### config.mk
export PLATFORM = sky130hd
export DESIGN_NAME = shift_rotate_flag_unit
export DESIGN_NICKNAME = d
export VERILOG_FILES = /design/src/srfu_pkg.sv /design/src/shift_rotate_flag_unit.sv
export VERILOG_INCLUDE_DIRS = /design/src /design/src/src
export SDC_FILE = /design/constraint.sdc
export NUM_CORES = 1
export LEC_CHECK = 0
export BUFFER_PORTS_ARGS = -buffer_cell sky130_fd_sc_hd__buf_2
export CAP_MARGIN = 30
export CORE_MARGIN = 2
export CORE_UTILIZATION = 50
export CTS_BUF_LIST = sky130_fd_sc_hd__clkbuf_16
export CTS_CLUSTER_DIAMETER = 150
export DETAILED_ROUTE_END_ITERATION = 16
export PLACE_DENSITY = 0.72
export SLEW_MARGIN = 25
export SYNTH_ARGS = -nofsm -noshare
export SYNTH_HDL_FRONTEND = slang
export SYNTH_SLANG_ARGS = --single-unit
### constraint.sdc
create_clock -name clk -period 2.8 [get_ports clk]
set_clock_uncertainty 0.1 [all_clocks]
set_input_delay 0.14 -clock clk [delete_from_list [all_inputs] [get_ports clk]]
set_output_delay 0.14 -clock clk [all_outputs]
set_load 0.005 [all_outputs]
### src/assert_macros.svh
// Assertion macros shared by the shift/rotate unit RTL.
`ifndef ASSERT_MACROS_SVH
`define ASSERT_MACROS_SVH

// Checked only while out of reset.
`define SRFU_ASSERT(label, prop, msg) \
	label: assert property (@(posedge clk) disable iff (!arst_n) prop) else $error(msg);

// Checked on every edge, reset included.
`define SRFU_ASSERT_ALWAYS(label, prop, msg) \
	label: assert property (@(posedge clk) prop) else $error(msg);

`endif

### src/srfu_pkg.sv
// Types, constants and helper functions of the shift/rotate flag unit.
package srfu_pkg;

	localparam int unsigned DataW   = 32;
	localparam int unsigned CountW  = 5;
	localparam int unsigned AmtW    = 6;
	localparam int unsigned InTdW   = 80;
	localparam int unsigned OutTdW  = 40;

	typedef enum logic [2:0] {
		CMD_SHL  = 3'd0,
		CMD_SHR  = 3'd1,
		CMD_SAR  = 3'd2,
		CMD_ROL  = 3'd3,
		CMD_ROR  = 3'd4,
		CMD_SHLD = 3'd5,
		CMD_SHRD = 3'd6,
		CMD_PASS = 3'd7
	} cmd_t;

	typedef enum logic [1:0] {
		WID_BYTE  = 2'd0,
		WID_WORD  = 2'd1,
		WID_DWORD = 2'd2
	} wid_t;

	typedef enum logic [1:0] {
		UPD_NONE = 2'd0,
		UPD_CO   = 2'd1,
		UPD_ALL  = 2'd2
	} upd_t;

	typedef struct packed {
		cmd_t op;
		wid_t wid;
		logic a_top;
		upd_t upd;
	} ctl_t;

	function automatic logic [DataW-1:0] width_mask(input wid_t w);
		case (w)
			WID_BYTE: width_mask = 32'h0000_00ff;
			WID_WORD: width_mask = 32'h0000_ffff;
			default:  width_mask = 32'hffff_ffff;
		endcase
	endfunction

	function automatic logic top_bit(input logic [DataW-1:0] v, input wid_t w);
		case (w)
			WID_BYTE: top_bit = v[7];
			WID_WORD: top_bit = v[15];
			default:  top_bit = v[31];
		endcase
	endfunction

	function automatic logic next_bit(input logic [DataW-1:0] v, input wid_t w);
		case (w)
			WID_BYTE: next_bit = v[6];
			WID_WORD: next_bit = v[14];
			default:  next_bit = v[30];
		endcase
	endfunction

endpackage

### src/shift_rotate_flag_unit.sv
// Top level: three-stage x86 shift/rotate unit with flag results.
//
//  channel  dir  payload
//  s_axis   in   command, operand_size, operand_value, fill_value, shift_count
//  m_axis   out  result_value, carry/overflow/zero/sign/parity flags, flag_update
//
// One transfer accepted per cycle while s_axis_tready is high; stages are decode, funnel shift, flags.
// The 65-bit funnel shifter in stage 2 sets the stage depth.
// Each stage holds while the stage after it is full and stalled; s_axis_tready
// drops only when all three stages are full and m_axis_tready is low.
// arst_n clears the valid bits; data registers are not reset.
`include "assert_macros.svh"

module shift_rotate_flag_unit (
	input  logic                          clk,
	input  logic                          arst_n,
	input  logic                          s_axis_tvalid,
	output logic                          s_axis_tready,
	// [2:0] command, [4:3] operand_size, [36:5] operand_value,
	// [68:37] fill_value, [76:69] shift_count, [79:77] zero
	input  logic [srfu_pkg::InTdW-1:0]    s_axis_tdata,
	output logic                          m_axis_tvalid,
	input  logic                          m_axis_tready,
	// [31:0] result_value, [32] carry_flag, [33] overflow_flag, [34] zero_flag,
	// [35] sign_flag, [36] parity_flag, [38:37] flag_update, [39] zero
	output logic [srfu_pkg::OutTdW-1:0]   m_axis_tdata
);

	logic adv1, adv2, adv3;

	// stage 1: decode
	srfu_pkg::cmd_t                  cmd;
	logic [1:0]                      sz;
	logic [srfu_pkg::DataW-1:0]      a, fill, am, rep, sx;
	logic [srfu_pkg::CountW-1:0]     cnt;
	logic                            dbl;
	srfu_pkg::ctl_t                  ctl;
	logic [srfu_pkg::DataW-1:0]      hi, lo;
	logic [srfu_pkg::AmtW-1:0]       amt, amt_l;

	logic                            v_s1;
	srfu_pkg::ctl_t                  ctl_s1;
	logic [srfu_pkg::DataW-1:0]      hi_s1, lo_s1;
	logic [srfu_pkg::AmtW-1:0]       amt_s1;

	// stage 2: funnel shift
	logic [2*srfu_pkg::DataW:0]      funnel;
	logic                            v_s2;
	srfu_pkg::ctl_t                  ctl_s2;
	logic [srfu_pkg::DataW+1:0]      z_s2;

	// stage 3: flags, output register
	logic [srfu_pkg::DataW-1:0]      r;
	logic                            cf, of, ztop;
	logic                            v_s3;
	logic [srfu_pkg::DataW-1:0]      res_s3;
	logic                            cf_s3, of_s3, zf_s3, sf_s3, pf_s3;
	srfu_pkg::upd_t                  upd_s3;

	assign adv3 = !v_s3 || m_axis_tready;
	assign adv2 = !v_s2 || adv3;
	assign adv1 = !v_s1 || adv2;
	assign s_axis_tready = adv1;

	always_comb begin
		cmd   = srfu_pkg::cmd_t'(s_axis_tdata[2:0]);
		sz    = s_axis_tdata[4:3];
		a     = s_axis_tdata[36:5];
		fill  = s_axis_tdata[68:37];
		cnt   = s_axis_tdata[73:69];
		dbl   = cmd inside {srfu_pkg::CMD_SHLD, srfu_pkg::CMD_SHRD};
		if (dbl) begin
			ctl.wid = srfu_pkg::WID_DWORD;
		end else begin
			case (sz)
				srfu_pkg::WID_BYTE: ctl.wid = srfu_pkg::WID_BYTE;
				srfu_pkg::WID_WORD: ctl.wid = srfu_pkg::WID_WORD;
				default:            ctl.wid = srfu_pkg::WID_DWORD;
			endcase
		end
		am = a & srfu_pkg::width_mask(ctl.wid);
		case (ctl.wid)
			srfu_pkg::WID_BYTE: begin
				rep = {4{a[7:0]}};
				sx  = {{24{a[7]}}, a[7:0]};
			end
			srfu_pkg::WID_WORD: begin
				rep = {2{a[15:0]}};
				sx  = {{16{a[15]}}, a[15:0]};
			end
			default: begin
				rep = a;
				sx  = a;
			end
		endcase
		ctl.a_top = srfu_pkg::top_bit(am, ctl.wid);
		if (cnt == '0 || cmd == srfu_pkg::CMD_PASS) begin
			ctl.op  = srfu_pkg::CMD_PASS;
			ctl.upd = srfu_pkg::UPD_NONE;
		end else if (cmd inside {srfu_pkg::CMD_ROL, srfu_pkg::CMD_ROR}) begin
			ctl.op  = cmd;
			ctl.upd = srfu_pkg::UPD_CO;
		end else begin
			ctl.op  = cmd;
			ctl.upd = srfu_pkg::UPD_ALL;
		end
		amt   = {1'b0, cnt};
		amt_l = 6'd32 - amt;
		case (ctl.op)
			srfu_pkg::CMD_SHL: begin
				hi = am; lo = '0; amt = amt_l;
			end
			srfu_pkg::CMD_SHR: begin
				hi = '0; lo = am;
			end
			srfu_pkg::CMD_SAR: begin
				hi = {srfu_pkg::DataW{ctl.a_top}}; lo = sx;
			end
			srfu_pkg::CMD_ROL: begin
				hi = rep; lo = rep; amt = amt_l;
			end
			srfu_pkg::CMD_ROR: begin
				hi = rep; lo = rep;
			end
			srfu_pkg::CMD_SHLD: begin
				hi = a; lo = fill; amt = amt_l;
			end
			srfu_pkg::CMD_SHRD: begin
				hi = fill; lo = a;
			end
			default: begin
				hi = '0; lo = am; amt = '0;
			end
		endcase
	end

	always_ff @(posedge clk or negedge arst_n) begin
		if (!arst_n) begin
			v_s1 <= 1'b0;
		end else if (adv1) begin
			v_s1 <= s_axis_tvalid;
		end
	end

	always_ff @(posedge clk) begin
		if (adv1 && s_axis_tvalid) begin
			ctl_s1 <= ctl;
			hi_s1  <= hi;
			lo_s1  <= lo;
			amt_s1 <= amt;
		end
	end

	// bit 0 is the guard bit: the last bit shifted out to the right
	assign funnel = {hi_s1, lo_s1, 1'b0} >> amt_s1;

	always_ff @(posedge clk or negedge arst_n) begin
		if (!arst_n) begin
			v_s2 <= 1'b0;
		end else if (adv2) begin
			v_s2 <= v_s1;
		end
	end

	always_ff @(posedge clk) begin
		if (adv2 && v_s1) begin
			ctl_s2 <= ctl_s1;
			z_s2   <= funnel[srfu_pkg::DataW+1:0];
		end
	end

	always_comb begin
		r    = z_s2[srfu_pkg::DataW:1] & srfu_pkg::width_mask(ctl_s2.wid);
		ztop = srfu_pkg::top_bit(r, ctl_s2.wid);
		case (ctl_s2.op)
			srfu_pkg::CMD_SHL: begin
				case (ctl_s2.wid)
					srfu_pkg::WID_BYTE: cf = z_s2[9];
					srfu_pkg::WID_WORD: cf = z_s2[17];
					default:            cf = z_s2[33];
				endcase
				of = ztop ^ cf;
			end
			srfu_pkg::CMD_SHR: begin
				cf = z_s2[0]; of = ctl_s2.a_top;
			end
			srfu_pkg::CMD_SAR: begin
				cf = z_s2[0]; of = 1'b0;
			end
			srfu_pkg::CMD_ROL: begin
				cf = r[0]; of = ztop ^ r[0];
			end
			srfu_pkg::CMD_ROR: begin
				cf = ztop; of = ztop ^ srfu_pkg::next_bit(r, ctl_s2.wid);
			end
			srfu_pkg::CMD_SHLD: begin
				cf = z_s2[33]; of = ztop ^ ctl_s2.a_top;
			end
			srfu_pkg::CMD_SHRD: begin
				cf = z_s2[0]; of = ztop ^ ctl_s2.a_top;
			end
			default: begin
				cf = 1'b0; of = 1'b0;
			end
		endcase
	end

	always_ff @(posedge clk or negedge arst_n) begin
		if (!arst_n) begin
			v_s3 <= 1'b0;
		end else if (adv3) begin
			v_s3 <= v_s2;
		end
	end

	always_ff @(posedge clk) begin
		if (adv3 && v_s2) begin
			res_s3 <= r;
			cf_s3  <= cf;
			of_s3  <= of;
			zf_s3  <= (ctl_s2.upd == srfu_pkg::UPD_ALL) && (r == '0);
			sf_s3  <= (ctl_s2.upd == srfu_pkg::UPD_ALL) && ztop;
			pf_s3  <= (ctl_s2.upd == srfu_pkg::UPD_ALL) && !(^r[7:0]);
			upd_s3 <= ctl_s2.upd;
		end
	end

	assign m_axis_tvalid = v_s3;
	assign m_axis_tdata  = {1'b0, upd_s3, pf_s3, sf_s3, zf_s3, of_s3, cf_s3, res_s3};

	`SRFU_ASSERT(a_none_no_flags,
		(m_axis_tvalid && upd_s3 == srfu_pkg::UPD_NONE) |-> (m_axis_tdata[36:32] == 5'd0),
		"flags set on a transfer that updates none")
	`SRFU_ASSERT(a_rot_no_zsp,
		(m_axis_tvalid && upd_s3 == srfu_pkg::UPD_CO) |-> (m_axis_tdata[36:34] == 3'd0),
		"zero/sign/parity set on a rotate")
	`SRFU_ASSERT(a_s2_hold,
		(v_s2 && !adv2) |=> (v_s2 && $stable(z_s2)),
		"stage 2 changed while stalled")
	`SRFU_ASSERT(a_full_when_busy,
		!s_axis_tready |-> (v_s1 && v_s2 && v_s3 && !m_axis_tready),
		"input stalled while the pipeline has room")
	`SRFU_ASSERT_ALWAYS(a_reset_empty,
		!arst_n |-> !m_axis_tvalid,
		"output valid during reset")

endmodule

==> results of run 1 <==
==> kinds of logic (layout without fill, tap and decap cells) <==
family          after synthesis  after routing  synth area share
compound gates              293            293             0.171
xor+xnor                      8              8           0.00571
fa+ha+maj                     6              6           0.00612
buf+inv                     122            333            0.0525
flops                       162            162             0.395
mux                         204            204             0.251
other cells                   1              1          0.000306
simple gates                303            303             0.118
==> Yosys cell counts, types with 7 or more instances <==
cell type    n  share of area
and2_1      30          0.015
a221o_1     12         0.0098
nand3_1     22         0.0090
mux2_2      45          0.041
nand2_1     97          0.030
buf_2       32          0.013
nor3_1      11         0.0045
buf_6        7         0.0064
o22ai_1     21          0.011
mux2i_1     90          0.073
nor2_1      80          0.024
a221oi_1    12         0.0086
buf_4        9         0.0055
clkbuf_1    35          0.011
edfxtp_1   159           0.39
mux4_1      30          0.064
nand2b_1     9         0.0046
buf_1        8         0.0024
a21oi_1     53          0.022
mux4_2      39          0.072
a211oi_1     7         0.0043
o21ai_0     41          0.017
a22o_1      22          0.016
o221ai_1    10         0.0071
o2bb2ai_1    7         0.0050
nor2b_1     18         0.0092
o211ai_1    26          0.016
a22oi_1     30          0.018
or3_1       10         0.0051
inv_1       25         0.0077
==> layer usage <==
metal  wire (um)  vias to the layer above  GRT usage
met5           0                        -          0
met2       19500                      562      0.508
met4        1850                        0      0.143
met1       16200                     5044      0.411
met3        2550                       89     0.0400
li1            -                     4768          -
==> sequential cells by signal, indices dropped and copies added, names as in the netlist, 2 cells and up <==
name / cells
res_s3: 32
lo_s1: 32
amt_s1: 6
hi_s1: 32
ctl_s2: 8
ctl_s1: 8
upd_s3: 2
z_s2: 34
==> per-stage QoR <==
stage	hold WS, ps	worst slack [ps]
after floorplan	-256	455
after global placement	-163	73.5
after detailed placement	-162	94.7
after CTS	1.66	60.4
after global routing	18.6	-4.70
final	14.7	39.0
==> final cells by class <==
type,instances,area (sq um)
Multi-Input combinational cell,815,6770
Clock inverter,13,149
Sequential cell,162,4850
Timing Repair Buffer,276,2060
Inverter,26,101
Fill cell,2023,9410
Timing Repair inverter,1,5.00
Clock buffer,17,425
Tap cell,324,405
==> final timing paths <==
path	startpoint	end	slack [ps]	cells past startpoint
setup / recovery	amt_s1[1]	z_s2[2]	40	6
hold / removal	s_axis_tdata[11]	hi_s1[6]	10	2
min in group asynchronous	arst_n	v_s1	480	3
setup reg to reg	amt_s1[1]	z_s2[2]	40	6
max in group asynchronous	arst_n	v_s2	1980	3
hold reg to reg	ctl_s1[3]	ctl_s2[3]	330	0
==> power breakdown <==
group | total [W] | internal, W | switching [W]
Sequential | 0.00332 | 0.00308 | 0.000244
Clock | 0.00228 | 0.00132 | 0.000961
Combinational | 0.00290 | 0.00133 | 0.00157
Total | 0.00851 | 0.00573 | 0.00278
==> timing repair <==
item | 4_1_cts | 5_1_grt
endpoints found under the hold margin | 58 | 0
setup buffers | 0 | 2
hold buffers | 50 | 0
resized for setup | 0 | 7
endpoints found under the setup margin | 0 | 13
==> metrics.md, run 1 <==
| Metric | Value |
|---|---|
| ANT cells | `0` |
| Worst path top cell family by delay | `multiplexers` |
| Syn Area/Cell | `11.2 sq um` |
| Outcome | `completed` |
| Commonest register cell after synthesis | `edfxtp_1` |
| DRT Pass-1 Iters | `7` |
| Max transition margin | `0.406` |
| WL per Instance | `24.5 um` |
| Die Span Y | `161 um` |
| DR vias/cell | `6.40` |
| Remaining Overflow, GRT | `0` |
| Nets@finish | `1389` |
| Clock insertion delay at the later pin of the skew report | `430 ps` |
| Initial Util | `0.507` |
| Crit path max fanout | `15` |
| Non-Filler Instances | `1634` |
| Area growth syn-to-layout | `20.4%` |
| Routability cong. | `0.951` |
| CP Capture Type | `register` |
| First-pass GRT wire length | `60.0 mm` |
| Post-Route WL | `40.0 mm` |
| Post-route cell area | `14800 sq um` |
| Slew at the pin closest to its max-slew limit | `884 ps` |
| Clock Path Buffers | `2` |
| Fmax | `362 MHz` |
| Crit path DAT | `2800 ps` |
| Power per cell area | `576 nW/um^2` |
| Critical Setup Path Class | `register to register` |
| Fin. Hold Viols | `0` |
| Pleak | `5.82 nW` |
| Syn Inst Count | `1099` |
| IO Count | `126` |
| CP peak stage delay | `550 ps` |
| Die width | `161 um` |
| Critical Path RT | `2840 ps` |
| Number of synthesized register bits | `162` |
| Syn. warnings | `0` |
| Core footprint | `24200 sq um` |
| Post-synthesis sequential area ratio | `0.395` |
| Post-DP Area | `13600 sq um` |
| Reg clk slew, reported paths | `70 ps` |
| Fraction of registers with async set/reset | `0.0185` |
| Largest net degree at the start of global routing | `79` |
| CP Buf/Inv Count | `2` |
| # clock sinks | `162` |
| Placed Cells | `1550` |
| Crit path launch type | `register` |
| Post-synth EDFFs | `159` |
| Initial antenna violation count | `0` |
| CP cell instances | `buf_4 -> clkbuf_16 -> mux4_1 -> mux2_2 -> a222oi_1 -> o221ai_1` |
| Share of cells above drive strength 1 | `0.279` |
| CTS buffer count | `17` |
| Cell area after synthesis | `12300 sq um` |
| Final setup TNS | `0 ps` |
| Final Setup Violations | `0` |
| RSZ-0062 raised after global routing | `yes` |
| Max Cap Viol | `0` |
| Hold crit path type | `input pin to register` |
| Fin crit period | `2760 ps` |
| Syn nets | `1189` |
| Root Driver | `clkbuf_16` |
| Commonest non-fill, non-tap cells in the layout | `edfxtp_1, buf_2, nand2_1` |
| Slowest CP cell | `mux4_1` |
| Final period util | `0.986` |
| Overall power | `0.00851 W` |
| Port bufs | `118` |
| Site Rows | `57` |
| Max Slew Vio Count | `0` |
| Fin util | `0.611` |
| H-tree Lvls | `4` |
| Die area | `25800 sq um` |
| Commonest non-fill, non-tap cell in the layout | `edfxtp_1` |
| Vias in the first global route | `9998` |
| DRC | `0` |
| TritonCTS clock tree | `yes` |
| GRT Overall Usage | `0.309` |
| DP HPWL | `30.7 mm` |
| Vias | `10463` |
| Detailed Route Iter0 Violations | `1030` |
| Peak supply drop | `0.000432 V` |
| Post-DRT Antenna Nets | `0` |
| Yosys cell types | `74` |
Power figures use the tool's default switching activity.
==> run 2, diff against run 1 <==
--- a/config.mk
+++ b/config.mk
@@ -9,11 +9,11 @@
 export BUFFER_PORTS_ARGS = -buffer_cell sky130_fd_sc_hd__buf_2
 export CAP_MARGIN = 30
 export CORE_MARGIN = 2
-export CORE_UTILIZATION = 50
+export CORE_UTILIZATION = 44
 export CTS_BUF_LIST = sky130_fd_sc_hd__clkbuf_16
 export CTS_CLUSTER_DIAMETER = 150
 export DETAILED_ROUTE_END_ITERATION = 16
-export PLACE_DENSITY = 0.72
+export MAX_ROUTING_LAYER = met4
 export SLEW_MARGIN = 25
 export SYNTH_ARGS = -nofsm -noshare
 export SYNTH_HDL_FRONTEND = slang
==> constraint.sdc (replaced) <==
create_clock -name clk -period 3 [get_ports clk]
set_clock_uncertainty 0.1 [all_clocks]
set_input_delay 0.15 -clock clk [delete_from_list [all_inputs] [get_ports clk]]
set_output_delay 0.15 -clock clk [all_outputs]
set_load 0.005 [all_outputs]
==> run 2 against run 1 <==
  * Critical path depth up 5
  * Wire length down 1.2%
  * Sequential cell count unchanged
  * Sequential share of layout area up 0.53 points
  * Die area up 13%
  * Hold slack worse by 6.0 ps
  * Critical path type is now input pin to register
  * Largest cell class unchanged
  * Largest power group unchanged
==> metrics.md, run 2 (synthesis gave the netlist of run 1 again) <==
| Metric | Value |
|---|---|
| Pleak | `5.68 nW` |
| Crit path DAT | `2930 ps` |
| Fmax | `350 MHz` |
| Switch share | `0.335` |
| Remaining Overflow, GRT | `0` |
| Reg clk slew, reported paths | `70 ps` |
| Overall power | `0.00784 W` |
| Critical Path RT | `3070 ps` |
| Initial antenna violation count | `0` |
| CTS buffer count | `17` |
| First-pass GRT wire length | `59.4 mm` |
| Root Driver | `clkbuf_16` |
| Port bufs | `118` |
| Clock insertion delay at the later pin of the skew report | `430 ps` |
| GRT Overall Usage | `0.281` |
| DRT Pass-1 Iters | `5` |
| Power share of the combinational group | `0.332` |
| Site Rows | `61` |
| Sequential power share | `0.397` |
| Commonest non-fill, non-tap cells in the layout | `edfxtp_1, buf_2, nand2_1` |
| Final Setup Violations | `0` |
| Worst Hold Slack | `8.70 ps` |
| Die Span Y | `171 um` |
| CP Capture Type | `register` |
| Clock Path Buffers | `2` |
| Core footprint | `27600 sq um` |
| DP Worst Slack | `207 ps` |
| Power per cell area | `539 nW/um^2` |
| Most frequent CP cell | `dlygate4sd3_1` |
| Commonest non-fill, non-tap cell in the layout | `edfxtp_1` |
| DP HPWL | `30.6 mm` |
| Max transition margin | `0.312` |
| WL per Instance | `23.9 um` |
| Setup Fix Bufs, Post-CTS | `0` |
| Initial Util | `0.444` |
| Clk pwr share | `0.271` |
| Crit path max fanout | `24` |
| Post-DRT Antenna Nets | `0` |
| Slowest CP cell | `dlygate4sd3_1` |
| Die width | `171 um` |
| Largest Register | `z_s2` |
| Sw Pwr | `0.00263 W` |
| Post-Route WL | `39.6 mm` |
| Share of cells above drive strength 1 | `0.262` |
| CP cell instances | `dlygate4sd3_1 -> buf_2 -> inv_1 -> ha_1 -> nor3b_2 -> ha_2 -> and3b_2 -> buf_4 -> a22oi_1 -> dlygate4sd3_1 -> nand3_1` |
| Fin. Hold Viols | `0` |
| Crit path launch type | `input pin` |
| Final worst setup slack | `140 ps` |
| Die area | `29200 sq um` |
| Largest net degree at the start of global routing | `49` |
| Area growth syn-to-layout | `18.5%` |
| TritonCTS clock tree | `yes` |
| Max Cap Viol | `0` |
| IO Count | `126` |
| Fin crit period | `2860 ps` |
| Peak supply drop | `0.000369 V` |
| Vias in the first global route | `9617` |
| ANT cells | `0` |
| DR vias/cell | `6.21` |
| Nets@finish | `1355` |
| Routability cong. | `0.995` |
| CP peak stage delay | `570 ps` |
| Hold crit path type | `input pin to register` |
| # clock sinks | `162` |
| Vias | `10279` |
| Internal power | `0.00521 W` |
| Critical Setup Path Class | `input pin to register` |
| Outcome | `completed` |
| Detailed Route Iter0 Violations | `1034` |
| Slew at the pin closest to its max-slew limit | `1030 ps` |
| Max Slew Vio Count | `0` |
| Final period util | `0.953` |
| Max reg flops | `34` |
| H-tree Lvls | `4` |
| DRC | `0` |
[run 2: stage by stage]
step           instances  instance area, sq um  TNS, ps   util
2_1_floorplan       1099                 12300        0      -
3_3_place_gp        1578                 13500        0  0.488
3_5_place_dp        1578                 13500        0  0.488
4_1_cts             1655                 14500        0  0.525
5_1_grt             1656                 14500    -19.1  0.526
6_report            1656                 14500        0  0.526
[run 2: power groups by stage]
stage / clock, W / sequential (W) / combinational [W]
finish: 0.00212 / 0.00311 / 0.00261
global route: 0.00224 / 0.00314 / 0.00277
CTS: 0.00215 / 0.00311 / 0.00254
detailed placement: 0 / 0.00316 / 0.00249
global placement: 0 / 0.00315 / 0.00250
floorplan: 0 / 0.00305 / 0.00166
[run 2: critical path, delay by kind of cell]
kind / cells / cell delay (ps)
buffers and inverters: 5 / 1560
AO/OA/AOI/OAI: 1 / 190
adder cells (fa/ha/maj): 2 / 450
AND/OR/NAND/NOR: 3 / 580
[run 2: path summary, 6_finish.rpt]
path	startpoint	endpoint	slack [ps]	cells after the start
setup / recovery	s_axis_tdata[69]	hi_s1[24]	140	11
hold / removal	s_axis_tdata[25]	hi_s1[20]	9	3
setup reg to reg	amt_s1[1]	z_s2[32]	170	10
hold reg to reg	ctl_s1[0]	ctl_s2[0]	320	0
max in group asynchronous	arst_n	v_s1	2150	3
min in group asynchronous	arst_n	m_axis_tvalid	510	3
[run 2: metal layers]
metal | part of all wire | GRT usage
met1 | 0.42 | 0.368
met2 | 0.46 | 0.440
met3 | 0.071 | 0.0377
met4 | 0.045 | 0.123
met5 | 0 | -
[run 2: cell type report]
class | instances | area (sq um)
repair buffers | 243 | 1750
well taps | 378 | 473
flip-flops and latches | 162 | 4850
clock buffers | 17 | 425
multi-input cells | 815 | 6790
fillers | 2465 | 13100
inverters | 26 | 97.6
clock inverters | 15 | 145
[run 2: what timing repair did]
item	CTS	global route
hold buffers	45	0
resized for setup	0	4
setup endpoints to repair	0	15
endpoints found under the hold margin	54	0
